===== src/design/pps_pkg.sv =====
`timescale 1ns / 1ps

package pps_pkg;

    localparam int MAX_TASKS = 16;

    localparam int TIME_W  = 16;
    localparam int BURST_W = 16;
    localparam int PRIO_W  = 7;
    localparam int KIND_W  = 2;
    localparam int TIDX_W  = 4;

    localparam logic [TIME_W-1:0] TIME_MAX = {TIME_W{1'b1}};

    // result kinds
    localparam logic [KIND_W-1:0] KIND_LOAD_OK  = 2'd0;
    localparam logic [KIND_W-1:0] KIND_LOAD_REJ = 2'd1;
    localparam logic [KIND_W-1:0] KIND_IDLE     = 2'd2;
    localparam logic [KIND_W-1:0] KIND_RAN      = 2'd3;

    // request types
    localparam logic REQ_LOAD = 1'b0;
    localparam logic REQ_TICK = 1'b1;

    typedef struct packed {
        logic [TIME_W-1:0]  arr;
        logic [BURST_W-1:0] burst;
        logic [BURST_W-1:0] left;
        logic [PRIO_W-1:0]  prio;
    } entry_t;

    localparam int ENTRY_W = $bits(entry_t);

endpackage


===== src/design/pps_req_if.sv =====
`timescale 1ns / 1ps

interface pps_req_if;
    logic                         valid;
    logic                         ready;
    logic                         req_type;
    logic [pps_pkg::TIME_W-1:0]   arrival_time;
    logic [pps_pkg::BURST_W-1:0]  burst_time;
    logic [pps_pkg::PRIO_W-1:0]   priority_req;

    modport source (
        output valid, req_type, arrival_time, burst_time, priority_req,
        input  ready
    );
    modport sink (
        input  valid, req_type, arrival_time, burst_time, priority_req,
        output ready
    );
endinterface


===== src/design/pps_rsp_if.sv =====
`timescale 1ns / 1ps

interface pps_rsp_if;
    logic                         valid;
    logic                         ready;
    logic [pps_pkg::KIND_W-1:0]   kind;
    logic [pps_pkg::TIDX_W-1:0]   task_index;
    logic [pps_pkg::TIME_W-1:0]   time_now;
    logic                         task_finished;
    logic [pps_pkg::TIME_W-1:0]   turnaround;
    logic [pps_pkg::TIME_W-1:0]   waiting;
    logic                         all_done;

    modport source (
        output valid, kind, task_index, time_now, task_finished, turnaround,
               waiting, all_done,
        input  ready
    );
    modport sink (
        input  valid, kind, task_index, time_now, task_finished, turnaround,
               waiting, all_done,
        output ready
    );
endinterface


===== src/design/pps_ram.sv =====
`timescale 1ns / 1ps

module pps_ram #(
    parameter int WIDTH = pps_pkg::ENTRY_W,
    parameter int DEPTH = pps_pkg::MAX_TASKS
) (
    input  logic                     clk,
    input  logic                     we,
    input  logic [$clog2(DEPTH)-1:0] waddr,
    input  logic [WIDTH-1:0]         wdata,
    input  logic [$clog2(DEPTH)-1:0] raddr,
    output logic [WIDTH-1:0]         rdata
);

    logic [WIDTH-1:0] mem [DEPTH];

    always_ff @(posedge clk)
    begin
        if (we)
        begin
            mem[waddr] <= wdata;
        end
        rdata <= mem[raddr];
    end

endmodule


===== src/design/preemptive_priority_scheduler_unit.sv =====
`timescale 1ns / 1ps
// channel  dir  payload                                           beat when
// req      in   req_type arrival_time burst_time priority_req     valid && ready
// rsp      out  kind task_index time_now task_finished            valid && ready
//               turnaround waiting all_done
//
// A load is accepted, then the table write and the result follow together.
// A tick is accepted, then runs one table read per loaded task
// through the single read port and comparator, a drain step,
// then the update of the winner and the result.
// req.ready is high only while the sequencer idles; a stalled rsp holds the
// sequencer in its last step. rst_n clears counters, time and control; the
// table itself is not cleared (only written entries are ever used).

module preemptive_priority_scheduler_unit #(
    parameter int MAX_TASKS = pps_pkg::MAX_TASKS
) (
    input  logic      clk,
    input  logic      rst_n,
    pps_req_if.sink   req,
    pps_rsp_if.source rsp
);

    localparam int IDX_W = $clog2(MAX_TASKS);
    localparam int CNT_W = $clog2(MAX_TASKS + 1);
    localparam logic [CNT_W-1:0] CNT_MAX = CNT_W'(MAX_TASKS);

    localparam logic [1:0] ST_IDLE = 2'd0;
    localparam logic [1:0] ST_LOAD = 2'd1;
    localparam logic [1:0] ST_SCAN = 2'd2;
    localparam logic [1:0] ST_DONE = 2'd3;

    logic [1:0]                    state_reg;
    logic [CNT_W-1:0]              task_count_reg;
    logic [CNT_W-1:0]              fin_count_reg;
    logic [pps_pkg::TIME_W-1:0]    time_reg;
    logic                          ticks_started_reg;
    logic [CNT_W-1:0]              scan_cnt_reg;
    logic                          rd_pend_reg;
    logic [IDX_W-1:0]              rd_idx_reg;
    logic                          found_reg;
    logic [IDX_W-1:0]              best_idx_reg;
    pps_pkg::entry_t               best_reg;
    pps_pkg::entry_t               load_reg;

    logic                          out_valid_reg;
    logic [pps_pkg::KIND_W-1:0]    out_kind_reg;
    logic [pps_pkg::TIDX_W-1:0]    out_idx_reg;
    logic [pps_pkg::TIME_W-1:0]    out_time_reg;
    logic                          out_fin_reg;
    logic [pps_pkg::TIME_W-1:0]    out_tat_reg;
    logic [pps_pkg::TIME_W-1:0]    out_wt_reg;
    logic                          out_all_reg;

    logic                          ram_we;
    logic [IDX_W-1:0]              ram_waddr;
    pps_pkg::entry_t               ram_wdata;
    logic [IDX_W-1:0]              ram_raddr;
    logic [pps_pkg::ENTRY_W-1:0]   ram_rdata;
    pps_pkg::entry_t               rd_entry;

    logic                          out_free;
    logic                          out_load;
    logic                          req_beat;
    logic                          load_rej;
    logic [pps_pkg::TIME_W-1:0]    time_next;
    logic [pps_pkg::BURST_W-1:0]   left_dec;
    logic                          task_done;
    logic [pps_pkg::TIME_W-1:0]    tat;
    logic [pps_pkg::TIME_W-1:0]    wt;
    logic                          eligible;
    logic                          better;
    logic [IDX_W+pps_pkg::TIDX_W-1:0] load_idx_ext;
    logic [IDX_W+pps_pkg::TIDX_W-1:0] best_idx_ext;

    pps_ram #(
        .WIDTH (pps_pkg::ENTRY_W),
        .DEPTH (MAX_TASKS)
    ) u_table (
        .clk   (clk),
        .we    (ram_we),
        .waddr (ram_waddr),
        .wdata (ram_wdata),
        .raddr (ram_raddr),
        .rdata (ram_rdata)
    );

    assign rd_entry  = pps_pkg::entry_t'(ram_rdata);
    assign ram_raddr = scan_cnt_reg[IDX_W-1:0];

    assign out_free = !out_valid_reg || rsp.ready;
    assign out_load = out_free && ((state_reg == ST_LOAD) || (state_reg == ST_DONE));
    assign req.ready = (state_reg == ST_IDLE);
    assign req_beat  = req.valid && req.ready;

    assign load_rej = ticks_started_reg || (load_reg.burst == '0)
                      || (task_count_reg >= CNT_MAX);

    assign time_next = (time_reg == pps_pkg::TIME_MAX) ? time_reg : time_reg + 1'b1;
    assign left_dec  = best_reg.left - 1'b1;
    assign task_done = (left_dec == '0);
    assign tat       = time_next - best_reg.arr;
    assign wt        = (tat >= best_reg.burst) ? tat - best_reg.burst : '0;

    assign eligible = (rd_entry.left != '0) && (rd_entry.arr <= time_reg);
    assign better   = !found_reg || (rd_entry.prio < best_reg.prio)
                      || ((rd_entry.prio == best_reg.prio) && (rd_entry.arr < best_reg.arr));

    assign load_idx_ext = {{pps_pkg::TIDX_W{1'b0}}, task_count_reg[IDX_W-1:0]};
    assign best_idx_ext = {{pps_pkg::TIDX_W{1'b0}}, best_idx_reg};

    always_comb
    begin
        ram_we    = 1'b0;
        ram_waddr = best_idx_reg;
        ram_wdata = best_reg;
        case (state_reg)
            ST_LOAD:
            begin
                ram_we    = out_free && !load_rej;
                ram_waddr = task_count_reg[IDX_W-1:0];
                ram_wdata = load_reg;
            end
            ST_DONE:
            begin
                ram_we         = out_free && found_reg;
                ram_waddr      = best_idx_reg;
                ram_wdata      = best_reg;
                ram_wdata.left = left_dec;
            end
            default:
            begin
                ram_we = 1'b0;
            end
        endcase
    end

    // payload registers, no reset
    always_ff @(posedge clk)
    begin
        if (req_beat)
        begin
            load_reg.arr   <= req.arrival_time;
            load_reg.burst <= req.burst_time;
            load_reg.left  <= req.burst_time;
            load_reg.prio  <= req.priority_req;
        end
        if (state_reg == ST_SCAN)
        begin
            rd_idx_reg <= scan_cnt_reg[IDX_W-1:0];
            if (rd_pend_reg && eligible && better)
            begin
                best_reg     <= rd_entry;
                best_idx_reg <= rd_idx_reg;
            end
        end
        if (state_reg == ST_LOAD && out_free)
        begin
            out_kind_reg <= load_rej ? pps_pkg::KIND_LOAD_REJ : pps_pkg::KIND_LOAD_OK;
            out_idx_reg  <= load_rej ? '0 : load_idx_ext[pps_pkg::TIDX_W-1:0];
            out_time_reg <= time_reg;
            out_fin_reg  <= 1'b0;
            out_tat_reg  <= '0;
            out_wt_reg   <= '0;
            out_all_reg  <= load_rej ? (fin_count_reg == task_count_reg)
                                     : (fin_count_reg == task_count_reg + 1'b1);
        end
        if (state_reg == ST_DONE && out_free)
        begin
            out_time_reg <= time_next;
            if (!found_reg)
            begin
                out_kind_reg <= pps_pkg::KIND_IDLE;
                out_idx_reg  <= '0;
                out_fin_reg  <= 1'b0;
                out_tat_reg  <= '0;
                out_wt_reg   <= '0;
                out_all_reg  <= (fin_count_reg == task_count_reg);
            end
            else
            begin
                out_kind_reg <= pps_pkg::KIND_RAN;
                out_idx_reg  <= best_idx_ext[pps_pkg::TIDX_W-1:0];
                out_fin_reg  <= task_done;
                out_tat_reg  <= task_done ? tat : '0;
                out_wt_reg   <= task_done ? wt : '0;
                out_all_reg  <= task_done ? (fin_count_reg + 1'b1 == task_count_reg)
                                          : (fin_count_reg == task_count_reg);
            end
        end
    end

    always_ff @(posedge clk or negedge rst_n)
    begin
        if (!rst_n)
        begin
            state_reg         <= ST_IDLE;
            task_count_reg    <= '0;
            fin_count_reg     <= '0;
            time_reg          <= '0;
            ticks_started_reg <= 1'b0;
            scan_cnt_reg      <= '0;
            rd_pend_reg       <= 1'b0;
            found_reg         <= 1'b0;
            out_valid_reg     <= 1'b0;
        end
        else
        begin
            if (out_load)
            begin
                out_valid_reg <= 1'b1;
            end
            else if (rsp.ready)
            begin
                out_valid_reg <= 1'b0;
            end
            case (state_reg)
                ST_IDLE:
                begin
                    if (req_beat)
                    begin
                        if (req.req_type == pps_pkg::REQ_TICK)
                        begin
                            state_reg    <= ST_SCAN;
                            scan_cnt_reg <= '0;
                            rd_pend_reg  <= 1'b0;
                            found_reg    <= 1'b0;
                        end
                        else
                        begin
                            state_reg <= ST_LOAD;
                        end
                    end
                end
                ST_LOAD:
                begin
                    if (out_free)
                    begin
                        if (!load_rej)
                        begin
                            task_count_reg <= task_count_reg + 1'b1;
                        end
                        state_reg <= ST_IDLE;
                    end
                end
                ST_SCAN:
                begin
                    // read of entry n issued here is compared in the cycle after
                    if (rd_pend_reg && eligible)
                    begin
                        found_reg <= 1'b1;
                    end
                    if (scan_cnt_reg < task_count_reg)
                    begin
                        scan_cnt_reg <= scan_cnt_reg + 1'b1;
                        rd_pend_reg  <= 1'b1;
                    end
                    else
                    begin
                        rd_pend_reg <= 1'b0;
                        state_reg   <= ST_DONE;
                    end
                end
                ST_DONE:
                begin
                    if (out_free)
                    begin
                        time_reg          <= time_next;
                        ticks_started_reg <= 1'b1;
                        if (found_reg && task_done)
                        begin
                            fin_count_reg <= fin_count_reg + 1'b1;
                        end
                        state_reg <= ST_IDLE;
                    end
                end
                default:
                begin
                    state_reg <= ST_IDLE;
                end
            endcase
        end
    end

    assign rsp.valid         = out_valid_reg;
    assign rsp.kind          = out_kind_reg;
    assign rsp.task_index    = out_idx_reg;
    assign rsp.time_now      = out_time_reg;
    assign rsp.task_finished = out_fin_reg;
    assign rsp.turnaround    = out_tat_reg;
    assign rsp.waiting       = out_wt_reg;
    assign rsp.all_done      = out_all_reg;

endmodule


===== src/flat_wrapper.sv =====
// flat-port wrapper written by rule: the top's interface ports become plain ports
module preemptive_priority_scheduler_unit_flat 
#(
    parameter int MAX_TASKS = pps_pkg::MAX_TASKS
)
  (clk, rst_n, req_valid, req_req_type, req_arrival_time, req_burst_time, req_priority_req, req_ready, rsp_valid, rsp_kind, rsp_task_index, rsp_time_now, rsp_task_finished, rsp_turnaround, rsp_waiting, rsp_all_done, rsp_ready);
  pps_req_if req_i ();
  pps_rsp_if rsp_i ();
  input  logic clk;
  input  logic rst_n;
  input wire logic [$bits(req_i.valid)-1:0] req_valid;
  input wire logic [$bits(req_i.req_type)-1:0] req_req_type;
  input wire logic [$bits(req_i.arrival_time)-1:0] req_arrival_time;
  input wire logic [$bits(req_i.burst_time)-1:0] req_burst_time;
  input wire logic [$bits(req_i.priority_req)-1:0] req_priority_req;
  output wire logic [$bits(req_i.ready)-1:0] req_ready;
  output wire logic [$bits(rsp_i.valid)-1:0] rsp_valid;
  output wire logic [$bits(rsp_i.kind)-1:0] rsp_kind;
  output wire logic [$bits(rsp_i.task_index)-1:0] rsp_task_index;
  output wire logic [$bits(rsp_i.time_now)-1:0] rsp_time_now;
  output wire logic [$bits(rsp_i.task_finished)-1:0] rsp_task_finished;
  output wire logic [$bits(rsp_i.turnaround)-1:0] rsp_turnaround;
  output wire logic [$bits(rsp_i.waiting)-1:0] rsp_waiting;
  output wire logic [$bits(rsp_i.all_done)-1:0] rsp_all_done;
  input wire logic [$bits(rsp_i.ready)-1:0] rsp_ready;
  assign req_i.valid = req_valid;
  assign req_i.req_type = req_req_type;
  assign req_i.arrival_time = req_arrival_time;
  assign req_i.burst_time = req_burst_time;
  assign req_i.priority_req = req_priority_req;
  assign req_ready = req_i.ready;
  assign rsp_valid = rsp_i.valid;
  assign rsp_kind = rsp_i.kind;
  assign rsp_task_index = rsp_i.task_index;
  assign rsp_time_now = rsp_i.time_now;
  assign rsp_task_finished = rsp_i.task_finished;
  assign rsp_turnaround = rsp_i.turnaround;
  assign rsp_waiting = rsp_i.waiting;
  assign rsp_all_done = rsp_i.all_done;
  assign rsp_i.ready = rsp_ready;
  preemptive_priority_scheduler_unit #(.MAX_TASKS(MAX_TASKS)) u_core (.clk(clk), .rst_n(rst_n), .req(req_i), .rsp(rsp_i));
endmodule

===== config.mk =====
export PLATFORM = sky130hd
export DESIGN_NAME = preemptive_priority_scheduler_unit_flat
export DESIGN_NICKNAME = d
export VERILOG_FILES = /design/src/design/pps_pkg.sv /design/src/design/pps_req_if.sv /design/src/design/pps_rsp_if.sv /design/src/design/pps_ram.sv /design/src/design/preemptive_priority_scheduler_unit.sv /design/src/flat_wrapper.sv
export SDC_FILE = /design/constraint.sdc
export NUM_CORES = 1
export LEC_CHECK = 0
export ABC_AREA = 1
export BUFFER_PORTS_ARGS = -buffer_cell sky130_fd_sc_hd__buf_2
export CAP_MARGIN = 40
export CELL_PAD_IN_SITES_DETAIL_PLACEMENT = 0
export CELL_PAD_IN_SITES_GLOBAL_PLACEMENT = 2
export CORE_MARGIN = 2
export CORE_UTILIZATION = 45
export CTS_CLUSTER_SIZE = 16
export DETAILED_ROUTE_END_ITERATION = 10
export MAX_ROUTING_LAYER = met4
export PLACE_DENSITY_LB_ADDON = 0.08
export SLEW_MARGIN = 0
export SYNTH_ARGS = -nofsm -noshare
export SYNTH_HDL_FRONTEND = slang
export SYNTH_SLANG_ARGS = --single-unit

===== constraint.sdc =====
create_clock -name clk -period 6 [get_ports clk]
set_input_delay 1.2 -clock clk [delete_from_list [all_inputs] [get_ports clk]]
set_output_delay 1.2 -clock clk [all_outputs]
set_load 0.03 [all_outputs]

==> flow_summary_export.csv, run 1 <==
group,metric,value,unit
global_route,grt_remaining_overflow,0,
worst_setup_path,reg2reg_from,"u_core.time_reg[0]$_DFFE_PN0P_",
placed_design,place_ws,0.4766,ns
clocking,htreeDepth,3,
sta,layout_min_cycle_time,5.315,ns
worst_setup_path,rrSetupSlack,0.69,ns
die,fp.dieH,324.4,um
die,die_area,105200,um^2
clocking,clk_pin_slew,0.07,ns
power,swShare,34.69,%
synth,ys_seq_elements,1130,
synth,yosys_warnings,0,
worst_setup_path,cp_max_fo,16,
finish,drive_gt1_share,12.06,%
synth,ys_seq_area_share,71.86,%
global_route,grt_pass1_vias,28038,
synth,netlist_area,46200,um^2
sta,slew_viol_final,0,
sta,hold_viol,0,
worst_setup_path,r2r_end,"u_core.rsp.waiting[2]$_SDFFCE_PN0P_",
finish,register_area,33210,um^2
die,ios,102,
routing,drc,0,
synth,ys_types,47,
status,outcome,"finished clean",
worst_setup_path,cpMaxStageDelayCell,"dfrtp_1",
routing,wl_per_cell,25.30,um
routing,drtIter0Drc,3056,
clocking,cts_tree,"yes",
finish,nFillCells,8552,
die,initial_core_util,45.41,%
power,ir_drop,0.2718,mV
clocking,cts_buffers,116,
clocking,cts_hold_buf,0,
routing,vias_per_cell,5.681,
power,leakagePower,18.37,nW
synth,synth_edf_count,1038,
placed_design,routabilityCongestion,0.8471,
worst_setup_path,cpMostUsedCell,"nand2_1",
finish,stdcell_count,5176,
power,seqPwrFrac,41.8,%
worst_setup_path,max_stage_delay,0.45,ns
synth,synthFlopType,"edfxtp_1",
clocking,cts.sinks,1130,
sta,fin_worst_skew,0.04475,ns
sta,setup_violations,0,
worst_setup_path,critical_path_class,"reg2reg",
power,power_frac_clock,28.6,%
finish,syn_to_final_growth,14.82,%
worst_setup_path,end_kind,"flip-flop",
power,total_power,25.51,mW
sta,fmax,188.2,MHz
synth,synth.avg_cell_area,12.98,um^2
finish,multi_input_area,11790,um^2
placed_design,hpwlAfterDp,77900,um
clocking,clock_latency,0.71,ns
finish,fin_nets,3831,
synth,synthCells,3560,
sta,slew_headroom,26.84,%
sta,worst_slack,0.6854,ns
power,p_int,16.66,mW
die,row_count,117,
sta,fin_tns_setup,0,ns
synth,synth.area.top_cells,"edfxtp_1 67%, nor2_1 4.8%, o21ai_0 3.4%",
sta,rsz0062_at_grt,"no",
power,switchingPower,8.848,mW
global_route,grt_max_degree,223,
global_route,grt_pass1_wl,191300,um
synth,synth.top_cell.area_share,67.47,%
routing,routed_wirelength,131000,um
power,comb_power_share,29.6,%
clocking,cts_root_buf,"clkbuf_16",
sta,max_slew.worst_pin.slew,1.097,ns
synth,synth_nets,3685,
finish,largest_reg_flops,880,
worst_setup_path,cp.arrival,5.85,ns
power,power_density,480.9,nW/um^2
routing,dr.pass1.iters,6,
clocking,clockBufferDepth,3,
synth,async_reset_ff_share,3.274,%
routing,ant_nets,0,
synth,yosys.area.top_type,"edfxtp_1",
worst_setup_path,worstPathCellList,"ha_1, and3_1, nand3_1, nor2_1, nand2_1, xnor2_1, ha_1, inv_1, fa_1, nand2_1, nand2_1, o21ai_0, o21ai_1, a21oi_1, o21ai_0, xor2_1, inv_1, ha_1, nand2_1, nor4_1, nand3b_1, nand3_1, nand2_4, nor2_1",
worst_setup_path,worst-r2r-cell-count,24,
die,core,101700,um^2
placed_design,portBuffers,101,
flow_run,cap_viol_max_count,0,
sta,finalCritPeriodShare,88.58,%
global_route,gr-usage-all-layers,25.38,%
global_route,antenna_found_initial,2,
worst_hold_path,hold_class,"in2async",
routing,num_vias,29405,
worst_setup_path,worstSetupStartpointType,"flip-flop",
placed_design,dpl.cell_count,4956,
die,fp.dieW,324.4,um
worst_setup_path,worstPathRequired,6.53,ns
logic make-up (layout without fill, tap and decap cells):
group                    count (synthesis)  in the layout  share of synthesized area (%)
AO/OA/AOI/OAI                          659            659                          9.281
flip-flops                            1130           1130                          71.86
AND/OR/NAND/NOR                       1195           1195                          10.79
adder cells (fa/ha/maj)                 81             81                          2.226
XOR/XNOR                                45             45                         0.8531
multiplexers                            89             89                          1.928
buffers and inverters                  361            607                          3.060
other                                    0              2                              0
layout by cell type, fill, tap and decap left out, types with 59 or more instances in the layout:
cell,count
a21oi_1,59
buf_2,101
buf_4,78
clkbuf_16,118
edfxtp_1,1038
ha_1,79
inv_1,166
mux2i_1,89
nand2_1,368
nand3_1,153
nor2_1,576
o21ai_0,302
o221ai_1,96
o32ai_1,131
cell type report:
type / instances / share of cell area (%)
flip-flops and latches: 1130 / 62.61
multi-input cells: 2069 / 22.23
clock buffers: 167 / 6.291
repair buffers: 213 / 3.255
well taps: 1368 / 3.227
inverters: 176 / 1.260
clock inverters: 51 / 1.120
diodes: 2 / 0.009435
cell usage after synthesis, drive strengths merged (60+ instances only):
cell,n
o21ai,319
o221ai,103
ha,79
nand2,371
o32ai,131
nand3,155
a21oi,60
inv,172
mux2i,89
edfxtp,1038
clkbuf,137
nor2,617
stage by stage:
| step | hold slack (ns) | util (%) | area [um^2] |
|---|---|---|---|
| final | 0.3858 | 52.14 | 53040 |
| after global routing | 0.3721 | 52.13 | 53040 |
| after CTS | 0.3458 | 52.13 | 53040 |
| after detailed placement | 0.3910 | 48.27 | 49110 |
| after global placement | 0.3873 | 48.06 | 48890 |
| after floorplan | 0.3855 | - | 46200 |
timing repair:
| item | CTS | global route |
|---|---|---|
| gates resized for setup | 0 | 1 |
| buffers inserted | 0 | 0 |
| setup endpoints to repair | 0 | 16 |
power groups by stage:
stage	Clock, mW	Sequential (mW)	Combinational [mW]
final	7.30	10.7	7.55
after CTS	7.46	10.6	7.60
after global placement	0	10.8	7.37
after global routing	7.76	10.7	8.36
after floorplan	0	10.8	4.65
after detailed placement	0	10.8	7.56
how the worst max path moves through the flow:
stage | from | end | depth (start not counted)
2_1_floorplan | rsp_ready | u_core.u_table.mem[0][0]$_DFFE_PP_ | 6
3_3_place_gp | u_core.time_reg[0]$_DFFE_PN0P_ | u_core.rsp.waiting[15]$_SDFFCE_PN0P_ | 25
3_5_place_dp | u_core.time_reg[0]$_DFFE_PN0P_ | u_core.rsp.waiting[2]$_SDFFCE_PN0P_ | 25
4_1_cts | u_core.time_reg[0]$_DFFE_PN0P_ | u_core.rsp.waiting[2]$_SDFFCE_PN0P_ | 25
5_1_grt | u_core.time_reg[0]$_DFFE_PN0P_ | u_core.rsp.waiting[2]$_SDFFCE_PN0P_ | 25
6_report | u_core.time_reg[0]$_DFFE_PN0P_ | u_core.rsp.waiting[2]$_SDFFCE_PN0P_ | 24
per-layer routing:
metal | wire [um] | track usage, %
met4 | 2804 | 5.662
met2 | 59190 | 38.07
met1 | 61320 | 37.17
met3 | 7663 | 3.169
met5 | 0 | -
critical path: cells and delay by family, from the launching register on:
family                   cells  cell delay [ns]
AND/OR/NAND/NOR             12             2.21
adder cells (fa/ha/maj)      4             1.17
AO/OA/AOI/OAI                4             0.68
XOR/XNOR                     2             0.49
flip-flops                   1             0.45
buffers and inverters        2             0.14
No activity file was read; power rests on OpenSTA's default activity.
==> run 2: changes to the inputs <==
MAX_ROUTING_LAYER = unset   (was met4)
PLACE_DENSITY_LB_ADDON = 0.1   (was 0.08)
==> run 2 against run 1 <==
Utilization rose by 0.097 points. Sequential power barely moved. Power barely moved. Register-to-register slack got worse by 0.04 ns. Clock skew fell by 0.0031 ns. Clock power rose by 2%. Via count rose by 0.83%. Die area did not move. Sequential share of layout area fell by 0.12 points. First-iteration DRC count fell by 5.7%. Global-route usage fell by 0.21 points.
==> flow_summary_export.csv, run 2 (synthesis results as in run 1) <==
group,metric,value,unit
placed_design,routabilityCongestion,0.8858,
clocking,post_cts_buffers,0,
global_route,grt_pass1_wl,195600,um
routing,dr_wl_met3,8027,um
sta,fmax,186.7,MHz
sta,fin_tns_setup,0,ns
clocking,cts_hold_buf,0,
global_route,gr-usage-all-layers,25.17,%
power,leakagePower,18.44,nW
sta,finalCritPeriodShare,89.27,%
worst_setup_path,end_kind,"flip-flop",
routing,ant_nets,0,
routing,top_layer_used,"met4",
sta,slew_viol_final,0,
clocking,cts_resized,0,
status,outcome,"finished clean",
worst_setup_path,cp.arrival,5.90,ns
sta,max_slew.worst_pin.slew,1.039,ns
power,power_density,480.4,nW/um^2
placed_design,dpl.cell_count,4963,
worst_setup_path,worstSetupStartpointType,"flip-flop",
sta,setup_violations,0,
die,initial_core_util,45.41,%
finish,num_antenna_cells,0,
routing,wl_met2,59960,um
clocking,cts_root_buf,"clkbuf_16",
global_route,grt_pass1_vias,28482,
clocking,cts.sinks,1130,
finish,register_area,33210,um^2
die,fp.dieW,324.4,um
routing,drtIter0Drc,2882,
die,core,101700,um^2
sta,hold_viol,0,
finish,nFillCells,8557,
worst_setup_path,cp_max_fo,16,
routing,wl_per_cell,25.80,um
clocking,cts_buffers,117,
routing,met1_length,62650,um
finish,stdcell_count,5185,
placed_design,portBuffers,101,
die,row_count,117,
placed_design,placed_area,49120,um^2
routing,vias_per_cell,5.718,
routing,num_vias,29648,
clocking,cts_tree,"yes",
finish,syn_to_final_growth,15.03,%
finish,stdcell_area,53140,um^2
clocking,clockBufferDepth,3,
clocking,clk_pin_slew,0.06,ns
finish,largest_reg_flops,880,
die,ios,102,
sta,fin_worst_skew,0.04165,ns
sta,slew_headroom,30.75,%
clocking,clock_latency,0.71,ns
clocking,htreeDepth,3,
routing,dr.pass1.iters,5,
finish,final_common_cell,"edfxtp_1",
global_route,grt_remaining_overflow,0,
worst_hold_path,hold_class,"reg2reg",
routing,drc,0,
worst_setup_path,critical_path_class,"reg2reg",
finish,multi_input_area,11750,um^2
routing,routed_wirelength,133800,um
finish,final_core_util,52.23,%
finish,drive_gt1_share,12.00,%
worst_setup_path,worstPathRequired,6.54,ns
worst_setup_path,rrSetupSlack,0.64,ns
power,ir_drop,0.2964,mV
sta,layout_min_cycle_time,5.356,ns
die,fp.dieH,324.4,um
global_route,grt_max_degree,193,
finish,final_cell_mix,"1,038 x edfxtp_1, 576 x nor2_1, 368 x nand2_1, 303 x o21ai_0, 166 x inv_1",
die,die_area,105200,um^2
sta,rsz0062_at_grt,"no",
global_route,antenna_found_initial,1,
sta,hold-worst-slack,0.3978,ns
finish,fin_nets,3840,
placed_design,hpwlAfterDp,80590,um
flow_run,cap_viol_max_count,0,
run 2: cell types whose count changed in the layout (fill, tap and decap cells not counted), moves of 3 or more:
cell	before	now
bufinv_16	10	13
clkinv_4	4	1
buf_6	6	2
o221ai_2	7	0
clkinv_2	21	15
buf_12	27	22
buf_4	78	91
buf_16	1	5
o221ai_1	96	103
clkinv_1	12	20
clkbuf_1	29	26
run 2: power breakdown:
part | switching (mW) | internal [mW]
sequential | 0.498 | 10.2
clock | 3.02 | 4.43
combinational | 5.22 | 2.18
total | 8.74 | 16.8
run 2: per-layer routing:
metal	GRT usage, %	vias to the layer above
met2	38.43	1031
met5	0	-
met4	6.279	0
met1	37.92	15009
met3	3.682	183
li1	-	13425
run 2: final timing paths:
kind                                                   from                                   to  cells past startpoint
max                          u_core.time_reg[0]$_DFFE_PN0P_  u_core.rsp.waiting[2]$_SDFFCE_PN0P_                     25
min                        u_core.u_table.rdata[32]$_DFF_P_        u_core.best_reg[32]$_DFFE_PP_                      0
max reg2reg                  u_core.time_reg[0]$_DFFE_PN0P_  u_core.rsp.waiting[2]$_SDFFCE_PN0P_                     25
min reg2reg                u_core.u_table.rdata[32]$_DFF_P_        u_core.best_reg[32]$_DFFE_PP_                      0
max in group asynchronous                             rst_n       u_core.time_reg[1]$_DFFE_PN0P_                      2
min in group asynchronous                             rst_n  u_core.fin_count_reg[4]$_DFFE_PN0P_                      1
run 2: worst max-delay path, stage by stage (launching register included):
cell and delay (ns):
dfrtp_1 0.46, ha_1 0.22, and3_1 0.23, nand3_1 0.18, nor2_1 0.17, nand2_1 0.21, inv_1 0.21, nor2_1 0.05
o21bai_1 0.16, inv_1 0.11, fa_1 0.19, nand2_1 0.07, nand2_1 0.07, o21ai_0 0.12, o21ai_0 0.46, a21oi_1 0.18
o21ai_0 0.23, xor2_1 0.21, inv_1 0.07, ha_1 0.35, nand2_1 0.14, nor4_1 0.41, nand3b_1 0.13, nand3_1 0.14
nand2_4 0.22, nor2_1 0.18
run 2: cell type report:
cell class	instances	area share [%]
flip-flops and latches	1130	62.49
multi-input cells	2069	22.11
clock buffers	165	6.284
repair buffers	221	3.367
well taps	1368	3.221
clock inverters	56	1.274
inverters	176	1.257
run 2: stage by stage:
stage	setup WS (ns)	total power [mW]
3_5_place_dp	0.6544	18.23
6_report	0.6439	25.53
5_1_grt	0.04444	26.81
2_1_floorplan	1.249	15.42
3_3_place_gp	0.7554	18.04
4_1_cts	0.6176	25.69
==> run 3: changes to the inputs <==
CORE_UTILIZATION = 40   (was 45)
clock period = 4.7 ns   (was 6 ns; I/O delays follow)
==> run 3 against run 2 <==
Design area grew 2.4%. Clock power grew 28%. Combinational power grew 45%. Critical path depth is the same. Final cell count up 4.5%. Worst setup slack worse by 0.31 ns. Largest power group unchanged. Highest routed layer unchanged.
==> flow_summary_export.csv, run 3 (synthesis results as in run 1) <==
group,metric,value,unit
status,outcome,"finished clean",
global_route,grt_pass1_wl,198900,um
power,leakagePower,18.98,nW
clocking,clockBufferDepth,3,
die,fp.dieH,343.8,um
finish,fin_nets,3925,
sta,fin_tns_setup,0,ns
worst_setup_path,worstPathRequired,5.24,ns
routing,drc,0,
global_route,grt_pass1_vias,28971,
finish,stdcell_area,54400,um^2
die,initial_core_util,40.35,%
worst_setup_path,critical_path_class,"reg2reg",
die,core,114500,um^2
placed_design,placed_area,50070,um^2
worst_setup_path,worstSetupStartpointType,"flip-flop",
sta,hold_viol,0,
die,ios,102,
sta,finalCritPeriodShare,92.84,%
clocking,clk_pin_slew,0.06,ns
finish,final_cell_mix,"1,038 x edfxtp_1, 573 x nor2_1, 363 x nand2_1, 296 x o21ai_0, 166 x inv_1",
sta,layout_min_cycle_time,4.364,ns
worst_setup_path,cp_max_fo,5,
routing,routed_wirelength,136600,um
flow_run,cap_viol_max_count,0,
finish,syn_to_final_growth,17.75,%
clocking,htreeDepth,3,
routing,dr.pass1.iters,5,
finish,drive_gt1_share,14.93,%
clocking,cts_buffers,119,
sta,fin_worst_skew,0.05424,ns
worst_hold_path,hold_class,"in2async",
clocking,cts.sinks,1130,
sta,slew_viol_final,0,
sta,max_slew.worst_pin.slew,0.9307,ns
routing,ant_nets,0,
sta,worst_slack,0.3363,ns
finish,largest_reg_flops,880,
finish,final_common_cell,"edfxtp_1",
global_route,gr-usage-all-layers,22.99,%
die,fp.dieW,343.8,um
global_route,grt_remaining_overflow,0,
clocking,cts_root_buf,"clkbuf_16",
die,die_area,118200,um^2
power,ir_drop,0.3234,mV
sta,fmax,229.2,MHz
placed_design,portBuffers,101,
finish,num_antenna_cells,0,
routing,wl_per_cell,25.22,um
sta,slew_headroom,37.95,%
finish,final_core_util,47.51,%
die,row_count,124,
placed_design,hpwlAfterDp,83160,um
power,power_density,621.9,nW/um^2
worst_setup_path,worst-r2r-cell-count,25,
routing,drtIter0Drc,2663,
sta,setup_violations,0,
clocking,clock_latency,0.72,ns
worst_setup_path,end_kind,"flip-flop",
power,total_power,33.83,mW
placed_design,routabilityCongestion,0.8546,
worst_setup_path,cp.arrival,4.91,ns
placed_design,place_ws,-0.09013,ns
global_route,grt_max_degree,127,
clocking,cts_tree,"yes",
routing,vias_per_cell,5.493,
routing,num_vias,29757,
global_route,antenna_found_initial,3,
==> run 3: area by class of cell <==
type	count	area [um^2]
Fill cell	10141	60100
Sequential cell	1130	33210
Inverter	176	668.1
Clock inverter	64	733.2
Timing Repair Buffer	304	2604
Clock buffer	162	3262
Multi-Input combinational cell	2069	12030
Tap cell	1512	1892
==> run 3: report_power, final <==
part           switching (mW)  internal, mW  leakage, nW
registers               0.616          13.0         10.3
clock network            3.93          5.58         1.94
logic                    7.18          3.52         6.71
total                    11.7          22.1         19.0
==> run 3: metal layers <==
layer / global-route usage, % / share of wire, % / vias to the layer above
met3: 3.570 / 6.1 / 171
met2: 35.86 / 45 / 850
met4: 4.710 / 1.9 / 0
met1: 34.15 / 47 / 15132
li1: - / - / 13604
met5: 0 / 0 / -
==> run 3: critical path: stages (launching register included) <==
cell     delay, ns
dfrtp_1       0.37
ha_2          0.19
and3_4        0.20
nand3_4       0.09
nor2_4        0.15
nand2_4       0.08
buf_4         0.16
nand2_2       0.07
nor2_1        0.05
xor2_1        0.17
ha_1          0.36
buf_6         0.12
nand2_1       0.09
nor2_2        0.15
nand4_1       0.18
buf_4         0.19
nand4_1       0.10
nand2_1       0.09
ha_2          0.39
nand2_1       0.11
o21ai_1       0.30
a21oi_4       0.07
buf_4         0.14
xnor2_1       0.20
inv_1         0.10
nor2_4        0.10
==> run 3: what timing repair did <==
action,4_1_cts,5_1_grt
pin swaps,1,15
setup buffers,1,5
cloned,0,1
endpoints found under the setup margin,15,16
hold buffers,0,0
hold endpoints to repair,0,0
gates resized for setup,6,51
==> run 3: worst paths after layout <==
check | startpoint | slack [ns] | endpoint
max in group asynchronous | rst_n | 3.93 | u_core.time_reg[5]$_DFFE_PN0P_
min | rst_n | 0.20 | u_core.fin_count_reg[4]$_DFFE_PN0P_
max reg2reg | u_core.time_reg[1]$_DFFE_PN0P_ | 0.34 | u_core.rsp.waiting[12]$_SDFFCE_PN0P_
min in group clk | u_core.u_table.rdata[27]$_DFF_P_ | 0.40 | u_core.best_reg[27]$_DFFE_PP_
max | u_core.time_reg[1]$_DFFE_PN0P_ | 0.34 | u_core.rsp.waiting[12]$_SDFFCE_PN0P_
min reg2reg | u_core.u_table.rdata[27]$_DFF_P_ | 0.40 | u_core.best_reg[27]$_DFFE_PP_
==> run 3: per-stage QoR <==
step	cells	hold WS, ns
6_report	5417	0.2014
5_1_grt	5417	0.1885
4_1_cts	5410	0.1595
3_5_place_dp	5183	0.3887
3_3_place_gp	5170	0.3896
2_1_floorplan	3560	0.3855
